**src/rtl/ars_pkg.sv**
```systemverilog
// Shared types and constants for the aligned request splitter.
`timescale 1ns / 1ps

package ars_pkg;

	localparam int ADDR_W        = 64;
	localparam int BYTES_W       = 7;
	localparam int OFFS_W        = 6;
	localparam int CFG_IDX_W     = 2;
	localparam int LOW_W         = 7;

	localparam logic [BYTES_W-1:0] MAX_REQ_BYTES = 7'd64;

	localparam logic [CFG_IDX_W-1:0] REG_OUT_WIDTH = 2'd0;
	localparam logic [CFG_IDX_W-1:0] REG_OUT_ALIGN = 2'd1;

	localparam logic [BYTES_W-1:0] OUT_WIDTH_RST = 7'd4;
	localparam logic [BYTES_W-1:0] OUT_ALIGN_RST = 7'd4;

	// Settings seen by the datapath
	typedef struct packed {
		logic [BYTES_W-1:0] width;
		logic [LOW_W-1:0]   mask;
	} cfg_t;

	// One step of the chunk unit
	typedef struct packed {
		logic [BYTES_W-1:0] bytes;
		logic [BYTES_W-1:0] rem_next;
		logic [ADDR_W-1:0]  addr_next;
		logic               last;
	} chunk_res_t;

endpackage

```
**src/rtl/ars_cfg_regs.sv**
```systemverilog
// Configuration registers: output width and alignment window.
`timescale 1ns / 1ps

module ars_cfg_regs (
	input  logic                           clk,
	input  logic                           arst_n,
	input  logic                           wr_en,
	input  logic [ars_pkg::CFG_IDX_W-1:0]  wr_index,
	input  logic [ars_pkg::BYTES_W-1:0]    wr_data,
	output ars_pkg::cfg_t                  cfg
);

	logic [ars_pkg::BYTES_W-1:0] width_q;
	logic [ars_pkg::BYTES_W-1:0] align_q;

	always_ff @(posedge clk or negedge arst_n) begin
		if (!arst_n) begin
			width_q <= ars_pkg::OUT_WIDTH_RST;
			align_q <= ars_pkg::OUT_ALIGN_RST;
		end else if (wr_en) begin
			case (wr_index)
				ars_pkg::REG_OUT_WIDTH: width_q <= wr_data;
				ars_pkg::REG_OUT_ALIGN: align_q <= wr_data;
				default: ;
			endcase
		end
	end

	// zero alignment behaves as one byte, i.e. no mask bits
	always_comb begin
		cfg.width = width_q;
		cfg.mask  = (align_q == '0) ? '0 : ars_pkg::LOW_W'(align_q - 7'd1);
	end

endmodule

```
**src/rtl/ars_chunk_unit.sv**
```systemverilog
// Shared chunk unit: size of the next chunk, next address and remaining count.
`timescale 1ns / 1ps

module ars_chunk_unit (
	input  logic [ars_pkg::ADDR_W-1:0]  addr,
	input  logic [ars_pkg::BYTES_W-1:0] rem,
	input  logic                        fwd,
	input  ars_pkg::cfg_t               cfg,
	output ars_pkg::chunk_res_t         res
);

	logic [ars_pkg::LOW_W-1:0]   mis;
	logic [ars_pkg::BYTES_W-1:0] raw;
	logic [ars_pkg::BYTES_W-1:0] bytes;

	always_comb begin
		mis = addr[ars_pkg::LOW_W-1:0] & cfg.mask;
		// width not above misalignment still moves one byte
		raw = (cfg.width > mis) ? ars_pkg::BYTES_W'(cfg.width - mis) : 7'd1;
		if (fwd)
			bytes = rem;
		else
			bytes = (raw > rem) ? rem : raw;
		res.bytes     = bytes;
		res.rem_next  = rem - bytes;
		res.last      = (rem == bytes);
		res.addr_next = addr + ars_pkg::ADDR_W'(bytes);
	end

endmodule

```
**src/rtl/aligned_request_splitter.sv**
```systemverilog
// Top level: accepts a request and issues its bus chunks one per cycle.
`timescale 1ns / 1ps

// A request is taken when start is high and busy is low. If its first and last
// byte share one aligned window it comes out as a single chunk with forwarded
// set; otherwise it is cut into chunks in ascending address order. Chunks
// appear one per cycle on the registered result ports, each marked by strobe
// for exactly one cycle, the final one with last_chunk set; the receiver
// cannot stall. A request keeps busy high until its last chunk is issued; a
// zero-length request produces nothing and leaves busy low. The single chunk
// unit handles one chunk per cycle and so sets the pace. Configuration writes
// are always ready; the user must make them only while the block is idle, as
// the block itself does not enforce this.
module aligned_request_splitter (
	input  logic                           clk,
	input  logic                           arst_n,
	input  logic                           start,
	output logic                           busy,
	input  logic [ars_pkg::ADDR_W-1:0]     req_address,
	input  logic [ars_pkg::BYTES_W-1:0]    req_bytes,
	input  logic                           req_write,
	output logic                           strobe,
	output logic [ars_pkg::ADDR_W-1:0]     chunk_address,
	output logic [ars_pkg::BYTES_W-1:0]    chunk_bytes,
	output logic [ars_pkg::OFFS_W-1:0]     data_offset,
	output logic                           chunk_write,
	output logic                           forwarded,
	output logic                           last_chunk,
	input  logic                           cfg_valid,
	output logic                           cfg_ready,
	input  logic [ars_pkg::CFG_IDX_W-1:0]  cfg_index,
	input  logic [ars_pkg::BYTES_W-1:0]    cfg_data
);

	typedef enum logic {
		ST_IDLE,
		ST_RUN
	} state_t;

	state_t                      state_q;
	logic [ars_pkg::ADDR_W-1:0]  addr_q;
	logic [ars_pkg::BYTES_W-1:0] rem_q;
	logic [ars_pkg::OFFS_W-1:0]  offs_q;
	logic                        wr_q;
	logic                        fwd_q;

	ars_pkg::cfg_t               cfg;
	ars_pkg::chunk_res_t         res;

	logic                        accept;
	logic [ars_pkg::BYTES_W-1:0] size_sat;
	logic [ars_pkg::LOW_W:0]     end_low;
	logic                        fwd_in;

	assign cfg_ready = 1'b1;
	assign busy      = (state_q != ST_IDLE);
	assign accept    = start && !busy;

	ars_cfg_regs u_cfg (
		.clk      (clk),
		.arst_n   (arst_n),
		.wr_en    (cfg_valid && cfg_ready),
		.wr_index (cfg_index),
		.wr_data  (cfg_data),
		.cfg      (cfg)
	);

	ars_chunk_unit u_chunk (
		.addr (addr_q),
		.rem  (rem_q),
		.fwd  (fwd_q),
		.cfg  (cfg),
		.res  (res)
	);

	// Window check on the low bits: a carry out of them always changes the
	// upper address bits, so only the masked low bits need comparing otherwise.
	always_comb begin
		size_sat = (req_bytes > ars_pkg::MAX_REQ_BYTES) ? ars_pkg::MAX_REQ_BYTES : req_bytes;
		end_low  = {1'b0, req_address[ars_pkg::LOW_W-1:0]}
		         + {1'b0, ars_pkg::LOW_W'(size_sat - 7'd1)};
		fwd_in   = !end_low[ars_pkg::LOW_W]
		        && ((req_address[ars_pkg::LOW_W-1:0] & ~cfg.mask)
		            == (end_low[ars_pkg::LOW_W-1:0] & ~cfg.mask));
	end

	always_ff @(posedge clk or negedge arst_n) begin
		if (!arst_n) begin
			state_q <= ST_IDLE;
			strobe  <= 1'b0;
		end else begin
			strobe <= 1'b0;
			case (state_q)
				ST_IDLE: begin
					if (accept && req_bytes != '0)
						state_q <= ST_RUN;
				end
				ST_RUN: begin
					strobe <= 1'b1;
					if (res.last)
						state_q <= ST_IDLE;
				end
				default: state_q <= ST_IDLE;
			endcase
		end
	end

	// datapath registers, no reset needed
	always_ff @(posedge clk) begin
		if (state_q == ST_IDLE) begin
			addr_q <= req_address;
			rem_q  <= size_sat;
			offs_q <= '0;
			wr_q   <= req_write;
			fwd_q  <= fwd_in;
		end else begin
			addr_q <= res.addr_next;
			rem_q  <= res.rem_next;
			offs_q <= offs_q + ars_pkg::OFFS_W'(res.bytes);
		end
		if (state_q == ST_RUN) begin
			chunk_address <= addr_q;
			chunk_bytes   <= res.bytes;
			data_offset   <= offs_q;
			chunk_write   <= wr_q;
			forwarded     <= fwd_q;
			last_chunk    <= res.last;
		end
	end

	a_strobe_from_run: assert property (@(posedge clk) disable iff (!arst_n)
		strobe |-> $past(busy))
		else $error("chunk issued without a request in progress");

	a_chunks_contiguous: assert property (@(posedge clk) disable iff (!arst_n)
		strobe && !last_chunk |=> strobe)
		else $error("gap between chunks of one request");

	a_forward_single: assert property (@(posedge clk) disable iff (!arst_n)
		strobe && forwarded |-> last_chunk && data_offset == '0)
		else $error("forwarded transfer not a single chunk");

	a_addr_advance: assert property (@(posedge clk) disable iff (!arst_n)
		strobe && !last_chunk |=>
		chunk_address == ars_pkg::ADDR_W'($past(chunk_address)
		                 + ars_pkg::ADDR_W'($past(chunk_bytes))))
		else $error("chunk address does not follow previous chunk");

endmodule
```
**config.mk**
```make
export PLATFORM = sky130hd
export DESIGN_NAME = aligned_request_splitter
export DESIGN_NICKNAME = d
export VERILOG_FILES = /design/src/rtl/ars_pkg.sv /design/src/rtl/ars_cfg_regs.sv /design/src/rtl/ars_chunk_unit.sv /design/src/rtl/aligned_request_splitter.sv
export SDC_FILE = /design/constraint.sdc
export NUM_CORES = 1
export LEC_CHECK = 0
export ABC_AREA = 1
export BUFFER_PORTS_ARGS = -buffer_cell sky130_fd_sc_hd__buf_2
export CAP_MARGIN = 20
export CORE_AREA = 4 4 213 111
export DETAILED_ROUTE_END_ITERATION = 8
export DIE_AREA = 0 0 217 115
export GPL_TIMING_DRIVEN = 1
export PLACE_DENSITY = 0.65
export SYNTH_ARGS = -nofsm -noshare
export SYNTH_HDL_FRONTEND = slang
export SYNTH_SLANG_ARGS = --single-unit
export TNS_END_PERCENT = 1
```
**constraint.sdc**
```tcl
create_clock -name clk -period 7.65 [get_ports clk]
set_clock_uncertainty 0.1 [all_clocks]
set_input_delay 0.765 -clock clk [delete_from_list [all_inputs] [get_ports clk]]
set_output_delay 0.765 -clock clk [all_outputs]
set_load 0.03 [all_outputs]
```
==> tab_implementation.tex, run 1 <==
\begin{tabular}{lr}
\hline
Metric & Value \\
\hline
\multicolumn{2}{l}{\textbf{Worst setup path}} \\
\quad Endpoint kind of the worst setup timing path & flop \\
\quad CP bufs+invs & 4 \\
\quad Reg-to-reg setup timing slack & 1.41 ns \\
\quad Max incr delay on CP & roughly 0.64 ns \\
\quad Data arrival time of the worst path & 6.52 ns \\
\quad Critical Path Start Type & flop \\
\quad R2R Path End & addr\_q[48]\$\_DFF\_P\_ \\
\quad Peak fanout along the critical path & 12 \\
\quad Required time of the critical path & just under 8 ns \\
\quad Category of cells accounting for the largest share of critical-path delay & simple AND/OR/NAND/NOR gates \\
\quad Crit path max-delay cell type & sky130\_fd\_sc\_hd\_\_o21ai\_0 \\
\quad Crit path kind & reg -> reg \\
\quad Worst reg-to-reg path cell count & 30 \\
\quad Cell occurring most often along the worst timing path & sky130\_fd\_sc\_hd\_\_nand2\_1 \\
\quad Origin of the critical flop-to-flop path & u\_cfg.align\_q[2]\$\_DFFE\_PN1P\_ \\
\multicolumn{2}{l}{\textbf{Synthesis}} \\
\quad Post-synth top area cell & sky130\_fd\_sc\_hd\_\_edfxtp\_1 \\
\quad Post-synth net total & 1355 \\
\quad Leading cell types by total area after synthesis & sky130\_fd\_sc\_hd\_\_edfxtp\_1, sky130\_fd\_sc\_hd\_\_dfxtp\_1, sky130\_fd\_sc\_hd\_\_nand2\_1 \\
\quad Number of flops mapped to enable cells by yosys & 82 \\
\quad Area of the mapped netlist & 0.00970 mm2 \\
\quad Mean instance size in the synthesized netlist & slightly below 8 um2 \\
\quad Leading register cell type out of synthesis & sky130\_fd\_sc\_hd\_\_edfxtp\_1 \\
\quad Warnings from Yosys & 0 \\
\quad Number of instances in the synthesized netlist & approximately 1200 \\
\quad Top-area cell type share of the netlist area & 25.4\% \\
\quad Number of synthesized register bits & 175 \\
\quad Sequential share of the synthesized area & around 45\% \\
\quad Fraction of synthesis flops using an asynchronous set or reset pin & 9.14\% \\
\quad Unique masters post-synth & 48 \\
\multicolumn{2}{l}{\textbf{Layout}} \\
\quad Layout cells sized above 1 & between 15 and 20\% \\
\quad Post-Layout Cell Count & 1701 \\
\quad Layout Cell Area excl Fill & about 0.011 mm2 \\
\quad Antenna Cells & 0 \\
\quad \# nets final & around 1500 \\
\quad Relative area change from synthesis to final layout & 17.7\% \\
\multicolumn{2}{l}{\textbf{Global routing}} \\
\quad Global-route met3 utilization & 5.31\% \\
\quad Global route hottest layer & met2 \\
\quad First-pass GRT wire length & between 40000 and 50000 um \\
\quad Overflow after GRT & 0 \\
\quad Via count of the first global-routing pass & between 8000 and 9000 \\
\quad Initial antenna violation count & 0 \\
\quad Total routing usage reported by global routing & between 20\% and 30\% \\
\quad GRT met1 Usage & a little under a third \\
\quad Met2 usage & 37.0\% \\
\quad Largest net degree at the start of global routing & 78 \\
\multicolumn{2}{l}{\textbf{Status}} \\
\quad Run status & finished, final reports clean \\
\multicolumn{2}{l}{\textbf{Floorplanning}} \\
\quad Chip Height & between 100 and 150 um \\
\quad Total core area & about 0.022 mm2 \\
\quad Die area & 0.0250 mm2 \\
\quad Row Count & 38 \\
\quad Width of the chip & around 220 um \\
\quad Count of boundary I/O pins & roughly 170 \\
\quad Starting density of the core & roughly 45\% \\
\multicolumn{2}{l}{\textbf{Hold path}} \\
\quad Worst hold path class & in -> async \\
\multicolumn{2}{l}{\textbf{Power and ir drop}} \\
\quad Total net switching power & roughly 2.8 mW \\
\quad Net Sw Frac & roughly 48\% \\
\quad Clock power share & 15.1\% \\
\quad Internal Power & 3.02 mW \\
\quad Leakage power figure & between 5 and 6 nW \\
\quad Logic pwr share & between 50\% and 60\% \\
\quad Sequential group share of total power & 33.0\% \\
\quad PD cells & about 510 mW/mm2 \\
\quad Worst vdd ir & 0.291 mV \\
\multicolumn{2}{l}{\textbf{Placement}} \\
\quad Number of placed instances, taps included & about 1700 \\
\quad Final estimated routing congestion in global placement & about 1 \\
\quad PortBufs & between 150 and 200 \\
\quad DP Wirelength & between 20000 and 25000 um \\
\quad Placed Area & $\sim$0.011 mm2 \\
\multicolumn{2}{l}{\textbf{Clocking}} \\
\quad Clock-pin slew reported for the worst setup and hold paths after clock tree synthesis & 0.06 ns \\
\quad Clock tree from TritonCTS & yes \\
\quad CTS H-Tree Depth & 4 \\
\quad Setup repair bufs after CTS & 0 \\
\quad Sinks on the clock net & about 180 \\
\quad Cts bufs inserted & 17 \\
\quad Clk Tree Root Cell & sky130\_fd\_sc\_hd\_\_clkbuf\_16 \\
\quad Cts-stage hold buffer count & 0 \\
\quad Skew-Pair Late Insertion Delay & 0.45 ns \\
\quad Post-cts sizing count & 0 \\
\quad Clk buf depth & 2 \\
\multicolumn{2}{l}{\textbf{Routing}} \\
\quad Vias per cell & about 5 \\
\quad Post-detailed-route wirelength per cell & 16.4 um \\
\quad Wire length reported by the detailed router & 27900 um \\
\quad Router iterations before antenna repair & 6 \\
\quad Post-route DRC & 0 \\
\quad Antenna-violating nets left & 0 \\
\quad Via count of the routed design & roughly 8600 \\
\quad DRT iter0 DRCs & between 600 and 700 \\
\multicolumn{2}{l}{\textbf{STA}} \\
\quad Number of endpoints with negative hold slack in the final report & 0 \\
\quad Worst relative slew slack & roughly 29\% \\
\quad Final slew viol count & 0 \\
\quad Worst slew pin tran & 1.06 ns \\
\quad Number of setup violations in the final report & 0 \\
\quad Period minus WS final & around 6.2 ns \\
\quad Total negative slack & 0 ns \\
\quad Post-Route Hold Slack & $\sim$0.12 ns \\
\quad Final worst path period share & 81.5\% \\
\quad Unrepaired setup endpoints after global routing & no \\
\quad Fmax & $\sim$0.16 GHz \\
\multicolumn{2}{l}{\textbf{Run}} \\
\quad Reported max-cap violation count & 0 \\
\hline
\end{tabular}
[per-layer routing]
metal,vias to the layer above,part of all wire [%]
li1,4305,-
met1,3996,45
met4,0,2.4
met2,240,46
met5,-,0
met3,45,6.6
[cell type report]
| type | count | area, um2 |
|---|---|---|
| clock buffers | 22 | 454 |
| well taps | 300 | 375 |
| inverters | 132 | 495 |
| clock inverters | 10 | 130 |
| repair buffers | 169 | 853 |
| flip-flops and latches | 175 | 4410 |
| fillers | 2127 | 10200 |
| multi-input cells | 893 | 4690 |
[how the worst max path moves through the flow]
stage,startpoint,to,slack [ns],cells after the start
after floorplan,u_cfg.align_q[2]$_DFFE_PN1P_,addr_q[60]$_DFF_P_,2.67,33
after global placement,u_cfg.align_q[2]$_DFFE_PN1P_,addr_q[48]$_DFF_P_,1.54,30
after detailed placement,u_cfg.align_q[2]$_DFFE_PN1P_,addr_q[48]$_DFF_P_,1.44,30
after CTS,u_cfg.align_q[2]$_DFFE_PN1P_,addr_q[48]$_DFF_P_,1.40,30
after global routing,u_cfg.align_q[0]$_DFFE_PN0P_,addr_q[48]$_DFF_P_,0.86,32
final,u_cfg.align_q[2]$_DFFE_PN1P_,addr_q[48]$_DFF_P_,1.41,30
[metrics by stage]
| stage | setup slack [ns] | util [%] | power [mW] |
|---|---|---|---|
| finish | 1.41 | 52.9 | 5.79 |
| CTS | 1.40 | 52.9 | 5.83 |
| global placement | 1.54 | 50.2 | 4.88 |
| global route | 0.861 | 52.9 | 6.27 |
| detailed placement | 1.44 | 50.2 | 4.93 |
| floorplan | 2.67 | - | 4.13 |
[power groups by stage]
stage	Sequential, mW	Combinational [mW]	Clock [mW]
global route	1.97	3.37	0.938
global placement	1.92	2.96	0
finish	1.91	3.00	0.875
CTS	1.91	3.02	0.893
floorplan	2.30	1.83	0
detailed placement	1.93	3.00	0
[logic make-up after synthesis]
kind of cell,after synthesis,synth area share (%)
buffers and inverters,154,6.18
other,1,0.0387
adder cells (fa/ha/maj),48,6.58
flip-flops,175,45.4
AND/OR/NAND/NOR,680,30.6
AO/OA/AOI/OAI,107,6.01
XOR/XNOR,57,5.15
[cells in the final DEF, fill, tap and decap left out, drive strengths merged]
cell type and instances:
a21o 2, a21oi 27, a31oi 6, and2 1, buf 169, bufinv 2, clkbuf 22, clkinv 4
clkinvlp 2, conb 1, dfrtp 14, dfstp 2, dfxtp 77, edfxtp 82, fa 5, ha 43
inv 134, nand2 397, nand3 66, nand3b 13, nand4 32, nor2 135, nor3 21, nor3b 3
nor4 1, o211ai 4, o21ai 62, o21bai 2, o22ai 4, or2 11, xnor2 15, xor2 42
[state kept, by name (all words and copies together), names as in the netlist]
register and count:
offs_q 6, last_chunk 1, fwd_q 1, rem_q 7, data_offset 6, wr_q 1, u_cfg.width_q 7, forwarded 1
addr_q 64, chunk_address 64, busy 1, chunk_write 1, chunk_bytes 7, strobe 1, u_cfg.align_q 7
[cell usage after synthesis (all sizes together), types with 2 or more instances]
cell type and instances:
a21o 2, a21oi 27, a31oi 6, buf 8, clkbuf 14, dfrtp 14
dfstp 2, dfxtp 77, edfxtp 82, fa 5, ha 43, inv 131
nand2 397, nand3 66, nand3b 13, nand4 32, nor2 135, nor3 21
nor3b 3, o211ai 4, o21ai 62, o21bai 2, o22ai 4, or2 11
xnor2 15, xor2 42
No activity file was read; power rests on OpenSTA's default activity.
==> run 2: changes to the inputs <==
ABC_AREA = 0   (was 1)
CORE_AREA = 4 4 207 108   (was 4 4 213 111)
DIE_AREA = 0 0 211 112   (was 0 0 217 115)
PLACE_DENSITY = 0.68   (was 0.65)
clock period = 5.4 ns   (was 7.65 ns; I/O delays follow)
==> run 2 against run 1 <==
  * The run now ends with negative setup slack left
  * Wire length down 7.5%
  * Utilization up 6.6 points
  * Worst setup slack worse by 2.0 ns
  * Final area up 6.4%
  * Non-clock buffer count up 121
  * Flip-flop and latch count unchanged
  * Sequential power up 40%
  * Combinational power up 100%
  * Register-to-register slack worse by 2.0 ns
  * Worst hold slack better by 0.058 ns
  * Critical endpoint is now addr_q[62]$_DFF_P_
  * Global-route usage down 1.2 points
==> tab_implementation.tex, run 2 <==
\begin{tabular}{lr}
\hline
Metric & Value \\
\hline
\multicolumn{2}{l}{\textbf{Clocking}} \\
\quad CTS H-Tree Depth & 4 \\
\quad Clock-pin slew reported for the worst setup and hold paths after clock tree synthesis & $\sim$0.060 ns \\
\quad Cts bufs inserted & 17 \\
\quad Sinks on the clock net & roughly 180 \\
\quad Skew-Pair Late Insertion Delay & approximately 0.44 ns \\
\quad Clk buf depth & 2 \\
\quad Clock tree from TritonCTS & yes \\
\quad Clk Tree Root Cell & sky130\_fd\_sc\_hd\_\_clkbuf\_16 \\
\multicolumn{2}{l}{\textbf{Synthesis}} \\
\quad Area of the mapped netlist & just over 0.009 mm2 \\
\quad Fraction of synthesis flops using an asynchronous set or reset pin & a little under a tenth \\
\quad Top cell types by occurrence after synthesis & sky130\_fd\_sc\_hd\_\_nor2\_1, sky130\_fd\_sc\_hd\_\_edfxtp\_1, sky130\_fd\_sc\_hd\_\_dfxtp\_1 \\
\quad Number of synthesized register bits & $\sim$180 \\
\quad Multiplexer area fraction after synthesis & 3.14\% \\
\quad Post-synth top area cell & sky130\_fd\_sc\_hd\_\_edfxtp\_1 \\
\quad Most used standard cell by instance count after synthesis & sky130\_fd\_sc\_hd\_\_nor2\_1 \\
\quad Synthesized-area fraction occupied by and/or/nand/nor cells & about a fifth \\
\quad Warnings from Yosys & 0 \\
\quad Post-synth net total & slightly above 1000 \\
\quad Parity-gate share of the synthesized area counting xor and xnor cells & around 4.9\% \\
\quad Post-Synth Adder-Cell Area & under 10\% \\
\quad Main combinational cell family by area after synthesis & simple AND/OR/NAND/NOR gates \\
\quad Leading register cell type out of synthesis & sky130\_fd\_sc\_hd\_\_edfxtp\_1 \\
\quad Number of flops mapped to enable cells by yosys & 82 \\
\quad Mean instance size in the synthesized netlist & between 10 and 15 um2 \\
\quad Leading cell types by total area after synthesis & sky130\_fd\_sc\_hd\_\_edfxtp\_1, sky130\_fd\_sc\_hd\_\_dfxtp\_1, sky130\_fd\_sc\_hd\_\_ha\_1 \\
\quad Sequential share of the synthesized area & between 40\% and 50\% \\
\quad Number of instances in the synthesized netlist & 896 \\
\quad Top-area cell type share of the netlist area & 27.0\% \\
\quad Post-synthesis compound-gate area fraction & approximately 14\% \\
\quad Unique masters post-synth & 73 \\
\multicolumn{2}{l}{\textbf{Worst setup path}} \\
\quad Endpoint kind of the worst setup timing path & flop \\
\quad Crit path kind & reg -> reg \\
\quad Critical Path Start Type & flop \\
\quad Data arrival time of the worst path & 6.25 ns \\
\quad Origin of the critical flop-to-flop path & u\_cfg.align\_q[1]\$\_DFFE\_PN0P\_ \\
\quad Category of cells accounting for the largest share of critical-path delay & buffers and inverters \\
\quad Crit path max-delay cell type & sky130\_fd\_sc\_hd\_\_a2111o\_1 \\
\quad Reg-to-reg setup timing slack & -0.59 ns \\
\quad R2R Path End & addr\_q[62]\$\_DFF\_P\_ \\
\quad CP bufs+invs & 15 \\
\quad Cell occurring most often along the worst timing path & sky130\_fd\_sc\_hd\_\_buf\_4 \\
\quad Peak fanout along the critical path & 9 \\
\quad Max incr delay on CP & around 0.48 ns \\
\quad Required time of the critical path & $\sim$5.7 ns \\
\quad Worst reg-to-reg path cell count & 31 \\
\multicolumn{2}{l}{\textbf{Global routing}} \\
\quad First-pass GRT wire length & 40900 um \\
\quad Largest net degree at the start of global routing & roughly 150 \\
\quad Initial antenna violation count & 0 \\
\quad Via count of the first global-routing pass & 7804 \\
\quad Overflow after GRT & 0 \\
\quad Total routing usage reported by global routing & approximately 22\% \\
\multicolumn{2}{l}{\textbf{Floorplanning}} \\
\quad Starting density of the core & 44.7\% \\
\quad Chip Height & approximately 110 um \\
\quad Width of the chip & around 210 um \\
\quad Row Count & 37 \\
\quad Count of boundary I/O pins & between 150 and 200 \\
\quad Die area & about 0.024 mm2 \\
\quad Total core area & 0.0204 mm2 \\
\multicolumn{2}{l}{\textbf{Placement}} \\
\quad PortBufs & roughly 170 \\
\quad Final estimated routing congestion in global placement & a little under 0.9 \\
\quad DP Wirelength & 18700 um \\
\quad Placed Area & around 0.011 mm2 \\
\quad Worst setup slack before clock tree synthesis & -0.794 ns \\
\multicolumn{2}{l}{\textbf{Status}} \\
\quad Violations in the final reports & negative setup slack \\
\quad Run status & complete, but fails checks \\
\multicolumn{2}{l}{\textbf{Layout}} \\
\quad \# nets final & between 1000 and 1500 \\
\quad Leading cell types in the layout, fill and taps excluded & sky130\_fd\_sc\_hd\_\_buf\_2, sky130\_fd\_sc\_hd\_\_buf\_4, sky130\_fd\_sc\_hd\_\_nor2\_1, sky130\_fd\_sc\_hd\_\_edfxtp\_1, sky130\_fd\_sc\_hd\_\_dfxtp\_1 \\
\quad Relative area change from synthesis to final layout & 33.1\% \\
\quad Fill count & around 1700 \\
\quad Antenna Cells & 0 \\
\quad Layout cells sized above 1 & 36.6\% \\
\quad Largest registers & addr\_q x64, chunk\_address x64 \\
\quad Layout Cell Area excl Fill & about 0.012 mm2 \\
\quad Most common cell after layout, fill and taps aside & sky130\_fd\_sc\_hd\_\_buf\_2 \\
\multicolumn{2}{l}{\textbf{STA}} \\
\quad Final worst-path setup slack & -0.593 ns \\
\quad Worst relative slew slack & between 30\% and 40\% \\
\quad Final worst path period share & 111\% \\
\quad Number of endpoints with negative hold slack in the final report & 0 \\
\quad Period minus WS final & roughly 6.0 ns \\
\quad Post-Route Hold Slack & roughly 0.18 ns \\
\quad Unrepaired setup endpoints after global routing & yes \\
\quad Worst slew pin tran & $\sim$1.0 ns \\
\quad Number of setup violations in the final report & 60 \\
\quad Fmax & roughly 0.17 GHz \\
\quad Final slew viol count & 0 \\
\multicolumn{2}{l}{\textbf{Routing}} \\
\quad Post-detailed-route wirelength per cell & between 15 and 20 um \\
\quad Wire length reported by the detailed router & between 20000 and 30000 um \\
\quad Antenna-violating nets left & 0 \\
\quad Router iterations before antenna repair & 5 \\
\quad Vias per cell & 5.44 \\
\quad Via count of the routed design & around 7900 \\
\quad DRT iter0 DRCs & 504 \\
\quad Post-route DRC & 0 \\
\multicolumn{2}{l}{\textbf{Power and ir drop}} \\
\quad PD cells & slightly above 800 mW/mm2 \\
\quad Total power draw & between 9 and 10 mW \\
\quad Worst vdd ir & slightly below 0.5 mV \\
\quad Leakage power figure & 5.02 nW \\
\multicolumn{2}{l}{\textbf{Hold path}} \\
\quad Sink of the worst hold path & wr\_q\$\_DFFE\_PN\_ \\
\quad Number of stages on the worst hold path & 1 \\
\quad Worst hold path class & in -> reg \\
\quad Origin of the worst min-delay path & req\_write \\
\multicolumn{2}{l}{\textbf{Run}} \\
\quad Reported max-cap violation count & 0 \\
\hline
\end{tabular}
-- run 2: worst max path at each step --
stage               depth (start not counted)            endpoint                         start
floorplan                                  25  addr_q[54]$_DFF_P_  u_cfg.align_q[2]$_DFFE_PN1P_
global placement                           24  addr_q[50]$_DFF_P_  u_cfg.align_q[4]$_DFFE_PN0P_
detailed placement                         26  addr_q[47]$_DFF_P_  u_cfg.align_q[1]$_DFFE_PN0P_
CTS                                        26  addr_q[59]$_DFF_P_  u_cfg.align_q[1]$_DFFE_PN0P_
global route                               29  addr_q[62]$_DFF_P_  u_cfg.align_q[1]$_DFFE_PN0P_
finish                                     31  addr_q[62]$_DFF_P_  u_cfg.align_q[1]$_DFFE_PN0P_
-- run 2: what timing repair did --
item | CTS | global route
gates cloned | 1 | 0
hold buffers | 1 | 0
endpoints found under the hold margin | 14 | 0
buffers inserted | 20 | 7
gates resized for setup | 49 | 43
pin swaps | 37 | 22
endpoints found under the setup margin | 65 | 69
-- run 2: layout make-up --
| class | instances | area, um2 | share of cell area, % |
|---|---|---|---|
| multi-input cells | 638 | 4860 | 40.0 |
| flip-flops and latches | 175 | 4410 | 36.3 |
| repair buffers | 290 | 1850 | 15.2 |
| clock buffers | 20 | 437 | 3.59 |
| well taps | 273 | 342 | 2.81 |
| inverters | 44 | 165 | 1.36 |
| clock inverters | 12 | 87.6 | 0.721 |
-- run 2: power by group --
| group | switching, mW | internal (mW) |
|---|---|---|
| combinational | 3.30 | 2.77 |
| sequential | 0.506 | 2.17 |
| clock | 0.540 | 0.593 |
| total | 4.35 | 5.53 |
-- run 2: cells by family (layout without fill, tap and decap cells) --
logic type,count (synthesis),after routing
compound gates,194,194
xor+xnor,51,51
fa+ha+maj,48,48
buf+inv,83,366
flops,175,175
mux,26,26
other cells,1,1
simple gates,318,318
-- run 2: layer usage --
| layer | routed length, um | up-vias | GRT usage, % |
|---|---|---|---|
| met2 | 12700 | 175 | 35.8 |
| met3 | 1040 | 29 | 4.39 |
| met4 | 397 | 0 | 5.87 |
| met1 | 11600 | 3830 | 28.7 |
| met5 | 0 | - | 0 |
| li1 | - | 3870 | - |
-- run 2: worst register-to-register path: cells and delay by family (launching register included) --
kind | cells | cell delay [ns]
adders and majority gates | 3 | 0.67
and+or+nand+nor | 6 | 1.13
buffers and inverters | 15 | 2.00
DFF | 1 | 0.39
muxes | 1 | 0.30
AOI/OAI and AO/OA | 6 | 1.33
-- run 2: per-stage QoR --
step                      util, %  cells  TNS (ns)
after floorplan                 -    896     -8.33
after global routing         59.5   1452    -38.86
final                        59.5   1452    -21.72
after CTS                    58.3   1445    -21.53
after detailed placement     53.9   1391    -30.49
after global placement       53.8   1390    -25.07
